--- src/hw/rtl/mltfd_pkg.sv ---
// Shared types and constants of the MAC learning table with flap detection.
`default_nettype none
package mltfd_pkg;

   localparam int TABLE_ENTRIES = 256;
   localparam int IDX_W = $clog2(TABLE_ENTRIES);
   localparam int CNT_W = IDX_W + 1;

   localparam logic [31:0] FLAP_WINDOW_RESET = 32'd1000;
   localparam logic [7:0]  FLAP_LIMIT_RESET  = 8'd3;
   localparam logic [7:0]  FLAPS_MAX         = 8'hFF;

   typedef enum logic {
      OP_ADD    = 1'b0,
      OP_DELETE = 1'b1
   } op_type;

   typedef enum logic [2:0] {
      ST_ADDED     = 3'd0,
      ST_UPDATED   = 3'd1,
      ST_FLAPPING  = 3'd2,
      ST_IGNORED   = 3'd3,
      ST_DELETED   = 3'd4,
      ST_NOT_FOUND = 3'd5,
      ST_FULL      = 3'd6
   } status_type;

   typedef enum logic {
      CSR_FLAP_WINDOW = 1'b0,
      CSR_FLAP_LIMIT  = 1'b1
   } csr_index_type;

   typedef enum logic [1:0] {
      FSM_IDLE = 2'd0,
      FSM_SCAN = 2'd1,
      FSM_EXEC = 2'd2
   } fsm_state_type;

   typedef struct packed {
      logic        operation;
      logic [47:0] station_mac;
      logic [31:0] endpoint_ip;
      logic [47:0] time_ms;
   } req_type;

   typedef struct packed {
      logic [2:0] status;
      logic [7:0] flap_total;
      logic       entry_unstable;
   } rsp_type;

   typedef struct packed {
      logic [47:0] mac;
      logic [31:0] current_endpoint;
      logic [31:0] previous_endpoint;
      logic [47:0] last_seen;
      logic [7:0]  flaps;
      logic        unstable;
   } entry_type;

   typedef struct packed {
      logic load;
      logic step;
      logic exec;
   } ctl_cmd_type;

   typedef struct packed {
      logic scan_done;
   } ctl_status_type;

endpackage
`default_nettype wire

--- src/hw/rtl/mltfd_controller.sv ---
// Controller: sequences accept, slot scan and write-back, and owns the result valid flag.
`default_nettype none
module mltfd_controller (
   input  wire                          clock,
   input  wire                          reset,
   input  wire                          req_valid,
   output logic                         req_ready,
   output logic                         rsp_valid,
   input  wire                          rsp_ready,
   output mltfd_pkg::ctl_cmd_type       cmd,
   input  mltfd_pkg::ctl_status_type    status
);
   import mltfd_pkg::*;

   fsm_state_type state_ff;
   fsm_state_type state_in;
   logic          rsp_valid_ff;
   logic          rsp_valid_in;

   always_ff @(posedge clock) begin
      if (reset) begin
         state_ff     <= FSM_IDLE;
         rsp_valid_ff <= 1'b0;
      end else begin
         state_ff     <= state_in;
         rsp_valid_ff <= rsp_valid_in;
      end
   end

   always_comb begin
      state_in  = state_ff;
      req_ready = 1'b0;
      cmd.load  = 1'b0;
      cmd.step  = 1'b0;
      cmd.exec  = 1'b0;
      case (state_ff)
         FSM_IDLE: begin
            req_ready = 1'b1;
            if (req_valid) begin
               cmd.load = 1'b1;
               state_in = FSM_SCAN;
            end
         end
         FSM_SCAN: begin
            cmd.step = 1'b1;
            if (status.scan_done) begin
               state_in = FSM_EXEC;
            end
         end
         FSM_EXEC: begin
            if (!rsp_valid_ff || rsp_ready) begin
               cmd.exec = 1'b1;
               state_in = FSM_IDLE;
            end
         end
         default: begin
            state_in = FSM_IDLE;
         end
      endcase
      if (cmd.exec) begin
         rsp_valid_in = 1'b1;
      end else if (rsp_ready) begin
         rsp_valid_in = 1'b0;
      end else begin
         rsp_valid_in = rsp_valid_ff;
      end
   end

   assign rsp_valid = rsp_valid_ff;

endmodule
`default_nettype wire

--- config.mk ---
export PLATFORM = sky130hd
export DESIGN_NAME = mltfd_controller
export DESIGN_NICKNAME = d
export VERILOG_FILES = /design/src/hw/rtl/mltfd_pkg.sv /design/src/hw/rtl/mltfd_controller.sv
export SDC_FILE = /design/constraint.sdc
export NUM_CORES = 1
export LEC_CHECK = 0
export ABC_AREA = 1
export BUFFER_PORTS_ARGS = -buffer_cell sky130_fd_sc_hd__clkbuf_2
export CAP_MARGIN = 20
export CORE_AREA = 4 4 41 43
export DETAILED_ROUTE_END_ITERATION = 6
export DIE_AREA = 0 0 45 47
export PLACE_DENSITY = 0.31
export SYNTH_ARGS = -nofsm -noshare
export SYNTH_HDL_FRONTEND = slang
export SYNTH_SLANG_ARGS = --single-unit
--- constraint.sdc ---
create_clock -name clock -period 2.6 [get_ports clock]
set_clock_uncertainty 0.05 [all_clocks]
set_input_delay 0.52 -clock clock [delete_from_list [all_inputs] [get_ports clock]]
set_output_delay 0.52 -clock clock [all_outputs]
set_load 0.05 [all_outputs]
==> summary.txt, run 1 <==
Run status
  • Status: finished, final reports clean

Timing
  • Worst-margin pin slew: 0.2805 ns
  • Final worst path period share: 67.10%
  • Final setup viols: 0
  • Fin crit period: 1.745 ns
  • Fmax: 0.5732 GHz
  • Slew margin rel.: 81.38%
  • Endpoints failing hold: 0
  • Setup TNS Final: 0 ns
  • Slew Limit Fails: 0
  • RSZ-0062 raised after global routing: no

Clock network
  • Reg clk slew, reported paths: 0.04 ns
  • Longest Clk Path Bufs: 2
  • Cts bufs inserted: 3
  • H-tree level count: 1
  • Hold Buf Count CTS: 0
  • Clock Latency Late Sink: 0.23 ns
  • Clk sinks: 3
  • Setup bufs post-CTS: 0
  • CTS tree: yes
  • CTS root buf: clkbuf_4
  • Post_cts resized: 0

Yosys
  • Compound-Gate Fraction of Synth Area: 15.70%
  • Synth Net Count: 26
  • Yosys cell types: 12
  • Syn Area/Cell: 7.209 sq um
  • Yosys reg bits: 3
  • Biggest area consumer among synthesized cells: dfxtp_1
  • Seq/Total Area, Yosys: 39.67%
  • Synth Cell Area: 151.4 sq um
  • Main combinational cell family by area after synthesis: simple AND/OR/NAND/NOR gates
  • Post-synthesis mux area share: 0%
  • Top cells by area, synth: dfxtp_1 40%, inv_1 9.9%, nor2_2 8.3%
  • Simple-gate share of the synthesized area: 27.27%
  • Top-area cell type share of the netlist area: 39.67%
  • Yosys warns: 0
  • Synthesized-area fraction occupied by adder cells: 0%
  • Synth Instances: 21
  • XOR/XNOR share of the synthesized area: 0%

Drt
  • Routed vias: 152
  • Residual DRC count: 0
  • DRT iter0 DRCs: 1
  • Via density: 3.167
  • Antenna Violating Nets Remaining: 0
  • Drt total wl: 356 um
  • Wire length per cell: 7.417 um
  • Pre-Repair DR Iteration Count: 4

Worst setup path
  • Path depth of the worst reg2reg path: 4
  • Flop2flop setup slack: 1.76 ns
  • CP delay by family, top: buffers and inverters
  • Worst Path Buf+Inv: 2
  • Crit-path cells: inv_1 > nor3_1 > clkbuf_2
  • Worst R2R End: state_ff[1]
  • Crit-path max FO: 3
  • Crit Path Category: register to primary output
  • CP arrival: 1.17 ns
  • CP max stage cell: dfxtp_1
  • Critical Path RT: 2.03 ns
  • FF-to-FF Start: state_ff[1]
  • CP endpoint kind: primary output
  • CP peak stage delay: 0.36 ns
  • CP Launch Type: register

Global route
  • First-pass GRT wire length: 586 um
  • Grt met3 use: 4.215%
  • GRT Total Usage: 4.265%
  • GRT busiest layer: met1
  • Vias in the first global route: 154
  • GR Layer Usage met2: 4.520%
  • Largest net degree at the start of global routing: 6
  • Antenna violations before repair: 0
  • Gr ovfl total: 0
  • Grt met1 use: 4.773%

Pwr
  • Pwr/cell area: 712.2 nW/um^2
  • Power, Total: 0.1666 mW
  • LEAKAGE: 0.1251 nW
  • Worst VDD drop: 0.1505 mV

Placed design
  • Port bufs: 9
  • Post-DP HPWL: 296.9 um
  • Routability cong.: 0.6510

Final layout
  • Final core occ: 17.98%
  • P&R area growth vs syn: 54.55%
  • Layout cell share with drive strength beyond 1: 48.48%
  • Final #Nets: 39
  • # diodes: 0

Floorplan
  • Core area: 1301 sq um
  • Initial cell density of the core: 11.63%
  • Die X: 45 um
  • Die Area: 2115 sq um
  • I/O pin total: 10
  • Row cnt: 13
  • Die Ht: 47 um

Run
  • Max Cap Viol: 0

Worst hold path
  • Endpoint, Worst Hold: state_ff[0]
  • Beginning of the worst hold path: reset
  • Min-Delay Path Class: input port to register
  • Worst hold path depth: 2
## placed cells by master, fill, tap and decap left out
master	instances
clkbuf_2	9
inv_1	4
nand2_1	3
clkbuf_4	3
dfxtp_1	3
nor2_2	2
nor2_1	2
inv_2	1
nor3_1	1
a21oi_2	1
o21ba_1	1
nand3_1	1
a21oi_1	1
clkbuf_1	1
## how the worst max path moves through the flow
| stage | slack [ns] | to | start | cells past startpoint |
|---|---|---|---|---|
| after floorplan | 0.46 | cmd[2] | state_ff[0] | 3 |
| after global placement | 0.96 | cmd[0] | rsp_ready | 4 |
| after global routing | 0.75 | cmd[2] | state_ff[0] | 4 |
| final | 0.86 | cmd[0] | state_ff[1] | 3 |
| after detailed placement | 0.94 | cmd[0] | rsp_ready | 4 |
| after CTS | 0.84 | cmd[0] | state_ff[1] | 3 |
## Yosys cell counts (all sizes together)
master,count
o21ba,1
nand3,1
nand2,3
dfxtp,3
buf,1
inv,5
a21oi,2
nor2,4
nor3,1
## power by group
part           leakage [nW]  internal, mW  total (mW)  switching, mW
clock                0.0150        0.0575      0.0809         0.0234
combinational        0.0856       0.00883      0.0348         0.0260
sequential           0.0245        0.0484      0.0509        0.00253
total                 0.125         0.115       0.167         0.0519
## area by class of cell
type                    instances  area (sq um)
repair buffers                  9         45.04
clock buffers                   4         26.28
inverters                       5         18.77
well taps                      15         18.77
fillers                       153          1067
multi-input cells              12         65.06
flip-flops and latches          3         60.06
## sequential cells by signal (all words and copies together), names as in the netlist
register   flops
rsp_valid      1
state_ff       2
## routing by layer
metal / wire length, um / share of wire (%) / up-vias
li1: - / - / 86
met2: 114 / 32 / 10
met5: 0 / 0 / -
met1: 162 / 46 / 56
met4: 0 / 0 / 0
met3: 79 / 22 / 0
## metrics by stage
step                instances  instance area, sq um  setup slack (ns)  hold WS [ns]
global placement           44                 207.7            0.9596        0.4883
detailed placement         44                 207.7            0.9408        0.4972
global route               48                 234.0            0.7545        0.4360
finish                     48                 234.0            0.8555        0.4286
floorplan                  21                 151.4            0.4556        0.4644
CTS                        48                 234.0            0.8363        0.4191
## cell families after synthesis
kind of cell,count (synthesis)
simple gates,9
buf+inv,6
compound gates,3
flops,3
(Power assumes the default switching activity.)
==> inputs of run 2 (changes only) <==
- ABC_AREA: 1 -> 0
- clock period: 2.6 -> 1.8 ns (I/O delays scaled with it)
==> summary.txt, run 2 <==
Run status
  • Status: finished, final reports clean

Floorplan
  • Initial cell density of the core: 12.02% (+0.38 points)
  • Die Area: 2115 sq um (unchanged)
  • Core area: 1301 sq um (unchanged)
  • Die X: 45 um (unchanged)
  • Row cnt: 13 (unchanged)
  • I/O pin total: 10 (unchanged)
  • Die Ht: 47 um (unchanged)

Final layout
  • Top reg by flops: state_ff
  • Fill cells: 159 (+3.9%)
  • Post-route cell area: 241.5 sq um (+3.2%)
  • Largest register FFs: 2 (unchanged)
  • # diodes: 0 (unchanged)
  • Most frequent cells in the layout: 9 x clkbuf_2, 4 x nand2b_1, 3 x clkbuf_4, 3 x dfxtp_1
  • Final #Nets: 35 (-10%)
  • Final core occ: 18.56% (+0.58 points)
  • Commonest non-fill, non-tap cell in the layout: clkbuf_2
  • P&R area growth vs syn: 54.40% (about the same)
  • Layout cell share with drive strength beyond 1: 48.28% (-0.21 points)

Yosys
  • Synth Net Count: 22 (-15%)
  • Yosys warns: 0 (unchanged)
  • Ys flop type: dfxtp_1
  • Cell with the most instances after synthesis: nand2b_1
  • Async set-reset flop share out of synthesis: 0% (unchanged)
  • Seq/Total Area, Yosys: 38.40% (-1.3 points)
  • Number of synthesized flops with an enable pin: 0 (unchanged)
  • Synth Cell Area: 156.4 sq um (+3.3%)
  • Top cells by area, synth: dfxtp_1 38%, nand2b_1 16%, a211oi_2 8.0%
  • Top-area cell type share of the netlist area: 38.40% (-1.3 points)
  • Commonest cells in the netlist: 4 x nand2b_1, 3 x dfxtp_1, 2 x a21oi_1, 2 x nor2b_1
  • Yosys cell types: 10 (-2)
  • Synth Instances: 17 (-19%)
  • Biggest area consumer among synthesized cells: dfxtp_1
  • Syn Area/Cell: 9.200 sq um (+28%)
  • Yosys reg bits: 3 (unchanged)

Clock network
  • H-tree level count: 1 (unchanged)
  • Cts bufs inserted: 3 (unchanged)
  • Clock Latency Late Sink: 0.23 ns (about the same)
  • Clk sinks: 3 (unchanged)
  • Post_cts resized: 0 (unchanged)
  • Reg clk slew, reported paths: 0.04 ns (about the same)
  • Longest Clk Path Bufs: 2 (unchanged)
  • Hold Buf Count CTS: 0 (unchanged)
  • CTS tree: yes
  • Setup bufs post-CTS: 0 (unchanged)
  • CTS root buf: clkbuf_4

Pwr
  • LEAKAGE: 0.1023 nW (-18%)
  • Pwr/cell area: 1001 nW/um^2 (+40%)
  • Worst VDD drop: 0.3024 mV (+100%)

Worst setup path
  • Flop2flop setup slack: 0.95 ns (-0.81 ns)
  • CP arrival: 1.16 ns (about the same)
  • Path depth of the worst reg2reg path: 2 (-2)
  • Crit Path Category: register to primary output
  • CP endpoint kind: primary output
  • Critical Path RT: 1.39 ns (-0.64 ns)
  • Crit-path max FO: 6 (+3)
  • CP Launch Type: register

Timing
  • Final worst path period share: 87.31%
  • RSZ-0062 raised after global routing: no
  • Final setup viols: 0 (unchanged)
  • Slew Limit Fails: 0 (unchanged)
  • Slew margin rel.: 81.33% (about the same)
  • Fin crit period: 1.572 ns
  • Worst-margin pin slew: 0.2813 ns (+0.0007730 ns)
  • Setup TNS Final: 0 ns (unchanged)
  • Fmax: 0.6363 GHz
  • Endpoints failing hold: 0 (unchanged)

Drt
  • Met2 WL: 163 um (+43%)
  • Pre-Repair DR Iteration Count: 4 (unchanged)
  • Drt total wl: 367 um (+3.1%)
  • Residual DRC count: 0 (unchanged)
  • Routed vias: 153 (+0.66%)
  • Antenna Violating Nets Remaining: 0 (unchanged)
  • Wire length on met3: 37 um (-53%)
  • Top Metal Used: met3
  • Via density: 3.477 (+9.8%)
  • Wire length per cell: 8.341 um (+12%)
  • Met1 WL: 165 um (+1.9%)
  • DRT iter0 DRCs: 2 (+1)

Global route
  • GRT Total Usage: 4.499% (+0.23 points)
  • Vias in the first global route: 138 (-10%)
  • Antenna violations before repair: 0 (unchanged)
  • Gr ovfl total: 0 (unchanged)
  • First-pass GRT wire length: 558 um (-4.8%)
  • Largest net degree at the start of global routing: 8 (+2)

Run
  • Max Cap Viol: 0 (unchanged)

Placed design
  • Routability cong.: 0.6416 (-1.4%)
  • DP Area: 215.2 sq um (+3.6%)
  • Port bufs: 9 (unchanged)

Worst hold path
  • Worst hold path depth: 2 (unchanged)
  • Min-Delay Path Class: input port to register
run 2: changes by cell type in the layout (fill, tap and decap cells not counted), moves of 2 or more:
cell / delta
inv_1: -4
nand2b_1: +4
nand2_1: -3
nor2_1: -2
nor2b_1: +2
run 2: power by group:
group / switching [mW] / internal [mW]
registers: 0.00431 / 0.0699
clock network: 0.0339 / 0.0830
logic: 0.0347 / 0.0157
total: 0.0729 / 0.169
run 2: area by class of cell:
cell class / instances / area (sq um) / share of cell area (%)
multi-input cells: 13 / 91.34 / 37.82
clock buffers: 4 / 26.28 / 10.88
well taps: 15 / 18.77 / 7.772
flip-flops and latches: 3 / 60.06 / 24.87
repair buffers: 9 / 45.04 / 18.65
run 2: final timing paths:
path / start / endpoint
worst max-delay path: state_ff[1] / cmd[0]
worst min-delay path: reset / state_ff[0]
worst max register to register: state_ff[0] / state_ff[0]
worst min register to register: rsp_valid / rsp_valid
run 2: cell families after synthesis:
group,share of synthesized area [%]
AND/OR/NAND/NOR,42.40
flip-flops,38.40
AO/OA/AOI/OAI,14.40
buffers and inverters,4.802
run 2: stage by stage:
stage / instances / total power, mW / setup WS [ns] / hold slack (ns)
after floorplan: 17 / 0.1130 / 0.07593 / 0.3746
after global placement: 40 / 0.1262 / 0.4251 / 0.4583
after detailed placement: 40 / 0.1265 / 0.4296 / 0.4591
after CTS: 44 / 0.2480 / 0.2067 / 0.2787
after global routing: 44 / 0.2602 / 0.1405 / 0.2862
final: 44 / 0.2416 / 0.2284 / 0.2803
run 2: per-layer routing:
metal	global-route usage, %	vias up
met5	0	-
met1	4.535	66
li1	-	80
met2	4.520	7
met4	7.018	0
met3	3.448	0
run 2: critical path, stage by stage (launching register included):
cell      delay [ns]
dfxtp_1         0.43
nand2b_1        0.11
nor2b_1         0.11
clkbuf_2        0.28
==> inputs of run 3 (changes only) <==
- clock period: 1.8 -> 1.6 ns (I/O delays scaled with it)
==> summary.txt, run 3 (synthesis results as in run 2) <==
Run status
  • Status: finished, final reports clean

Run
  • Max Cap Viol: 0 (unchanged)

Floorplan
  • Row cnt: 13 (unchanged)
  • Die X: 45 um (unchanged)
  • Die Ht: 47 um (unchanged)
  • I/O pin total: 10 (unchanged)
  • Core area: 1301 sq um (unchanged)
  • Initial cell density of the core: 12.02% (unchanged)
  • Die Area: 2115 sq um (unchanged)

Clock network
  • CTS tree: yes
  • Longest Clk Path Bufs: 2 (unchanged)
  • CTS root buf: clkbuf_4
  • H-tree level count: 1 (unchanged)
  • Reg clk slew, reported paths: 0.03 ns (about the same)
  • Cts bufs inserted: 3 (unchanged)
  • Clock Latency Late Sink: 0.23 ns (about the same)
  • Clk sinks: 3 (unchanged)
  • Setup bufs post-CTS: 0 (unchanged)

Global route
  • Antenna violations before repair: 0 (unchanged)
  • First-pass GRT wire length: 510 um (-8.6%)
  • GRT Total Usage: 4.022% (-0.48 points)
  • Gr ovfl total: 0 (unchanged)
  • Vias in the first global route: 135 (-2.2%)
  • Largest net degree at the start of global routing: 8 (unchanged)

Timing
  • Setup TNS Final: 0 ns (unchanged)
  • Worst-margin pin slew: 0.2778 ns (-0.003552 ns)
  • Hold Slack: 0.2399 ns (-0.04040 ns)
  • Fmax: 0.6596 GHz
  • Final setup viols: 0 (unchanged)
  • Final worst path period share: 94.76%
  • Endpoints failing hold: 0 (unchanged)
  • RSZ-0062 raised after global routing: no
  • Slew Limit Fails: 0 (unchanged)
  • Slew margin rel.: 81.56% (+0.24 points)
  • Fin crit period: 1.516 ns

Worst hold path
  • Worst hold path depth: 2 (unchanged)
  • Beginning of the worst hold path: reset
  • Min-Delay Path Class: input port to register
  • Endpoint, Worst Hold: state_ff[0]

Pwr
  • Power, Total: 0.2735 mW (+13%)
  • Worst VDD drop: 0.2622 mV (-13%)
  • LEAKAGE: 0.1032 nW (+0.88%)
  • Pwr/cell area: 1115 nW/um^2 (+11%)

Worst setup path
  • CP delay by family, top: flip-flops
  • CP endpoint kind: primary output
  • CP Launch Type: register
  • Crit-path cells: nor2_2 > and2_2 > clkbuf_2
  • Worst Path Buf+Inv: 1 (unchanged)
  • Flop2flop setup slack: 0.75 ns (-0.20 ns)
  • CP max stage cell: dfxtp_1
  • Path depth of the worst reg2reg path: 2 (unchanged)
  • CP arrival: 1.15 ns (about the same)
  • CP peak stage delay: 0.43 ns (about the same)
  • FF-to-FF Start: state_ff[0]
  • Crit-path max FO: 6 (unchanged)
  • Crit Path Category: register to primary output
  • Worst R2R End: state_ff[0]
  • Critical Path RT: 1.23 ns (-0.16 ns)

Drt
  • Drt total wl: 373 um (+1.6%)
  • Wire length per cell: 8.477 um (+1.6%)
  • DRT iter0 DRCs: 1 (-1)
  • Pre-Repair DR Iteration Count: 2 (-2)
  • Via density: 3.500 (+0.65%)
  • Routed vias: 154 (+0.65%)
  • Residual DRC count: 0 (unchanged)
  • Antenna Violating Nets Remaining: 0 (unchanged)

Final layout
  • Commonest non-fill, non-tap cell in the layout: clkbuf_2
  • Final #Nets: 35 (unchanged)
  • P&R area growth vs syn: 56.80%
  • Largest register FFs: 2 (unchanged)
  • Layout cell share with drive strength beyond 1: 51.72% (+3.4 points)
  • Top reg by flops: state_ff
  • # diodes: 0 (unchanged)
  • Most frequent cells in the layout: 8 x clkbuf_2, 4 x nand2b_1, 4 x clkbuf_4, 3 x dfxtp_1

Placed design
  • Port bufs: 9 (unchanged)
  • Routability cong.: 0.6337 (-1.2%)
run 3: changes by cell type in the layout (fill, tap and decap cells not counted):
cell | previous run | this run
and2_1 | 1 | 0
and2_2 | 0 | 1
clkbuf_2 | 9 | 8
clkbuf_4 | 3 | 4
run 3: routing by layer:
| layer | GRT usage, % | share of wire [%] |
|---|---|---|
| met5 | 0 | 0 |
| met1 | 4.072 | 46 |
| met4 | 7.018 | 4.6 |
| met2 | 4.237 | 38 |
| met3 | 2.299 | 11 |
run 3: worst max-delay path by stage:
| stage | slack, ns | cells past startpoint | end | startpoint |
|---|---|---|---|---|
| 3_5_place_dp | 0.28 | 3 | cmd[0] | state_ff[1] |
| 2_1_floorplan | 0.03 | 2 | cmd[2] | state_ff[1] |
| 5_1_grt | 0.02 | 3 | cmd[0] | state_ff[1] |
| 4_1_cts | 0.03 | 3 | cmd[0] | state_ff[1] |
| 3_3_place_gp | 0.28 | 3 | cmd[0] | state_ff[1] |
| 6_report | 0.08 | 3 | cmd[2] | state_ff[1] |
run 3: layout make-up:
type,count,area (sq um)
Multi-Input combinational cell,13,92.59
Sequential cell,3,60.06
Clock buffer,4,26.28
Timing Repair Buffer,9,47.55
Fill cell,154,1056
Tap cell,15,18.77
run 3: power by group:
part           switching (mW)  leakage, nW  total, mW  internal [mW]
combinational          0.0388       0.0637     0.0573         0.0185
clock                  0.0390       0.0150      0.132         0.0934
sequential            0.00513       0.0245     0.0838         0.0787
run 3: repair_timing:
item                                    4_1_cts  5_1_grt
hold buffers                                  0        0
resized for setup                             0        2
endpoints found under the setup margin        0        1
run 3: worst reg2reg max path, stage by stage (launching register included):
cell and delay, ns:
dfxtp_1 0.35, nand2b_1 0.17, a211oi_2 0.20
run 3: stage by stage:
step                      cells  area (sq um)  setup slack [ns]  utilization, %
final                        44         245.2           0.08384           18.85
after global routing         44         245.2           0.02144           18.85
after CTS                    44         242.7           0.03049           18.65
after detailed placement     40         216.5            0.2818           16.63
after global placement       40         216.5            0.2836           16.63
after floorplan              17         160.2           0.02535               -
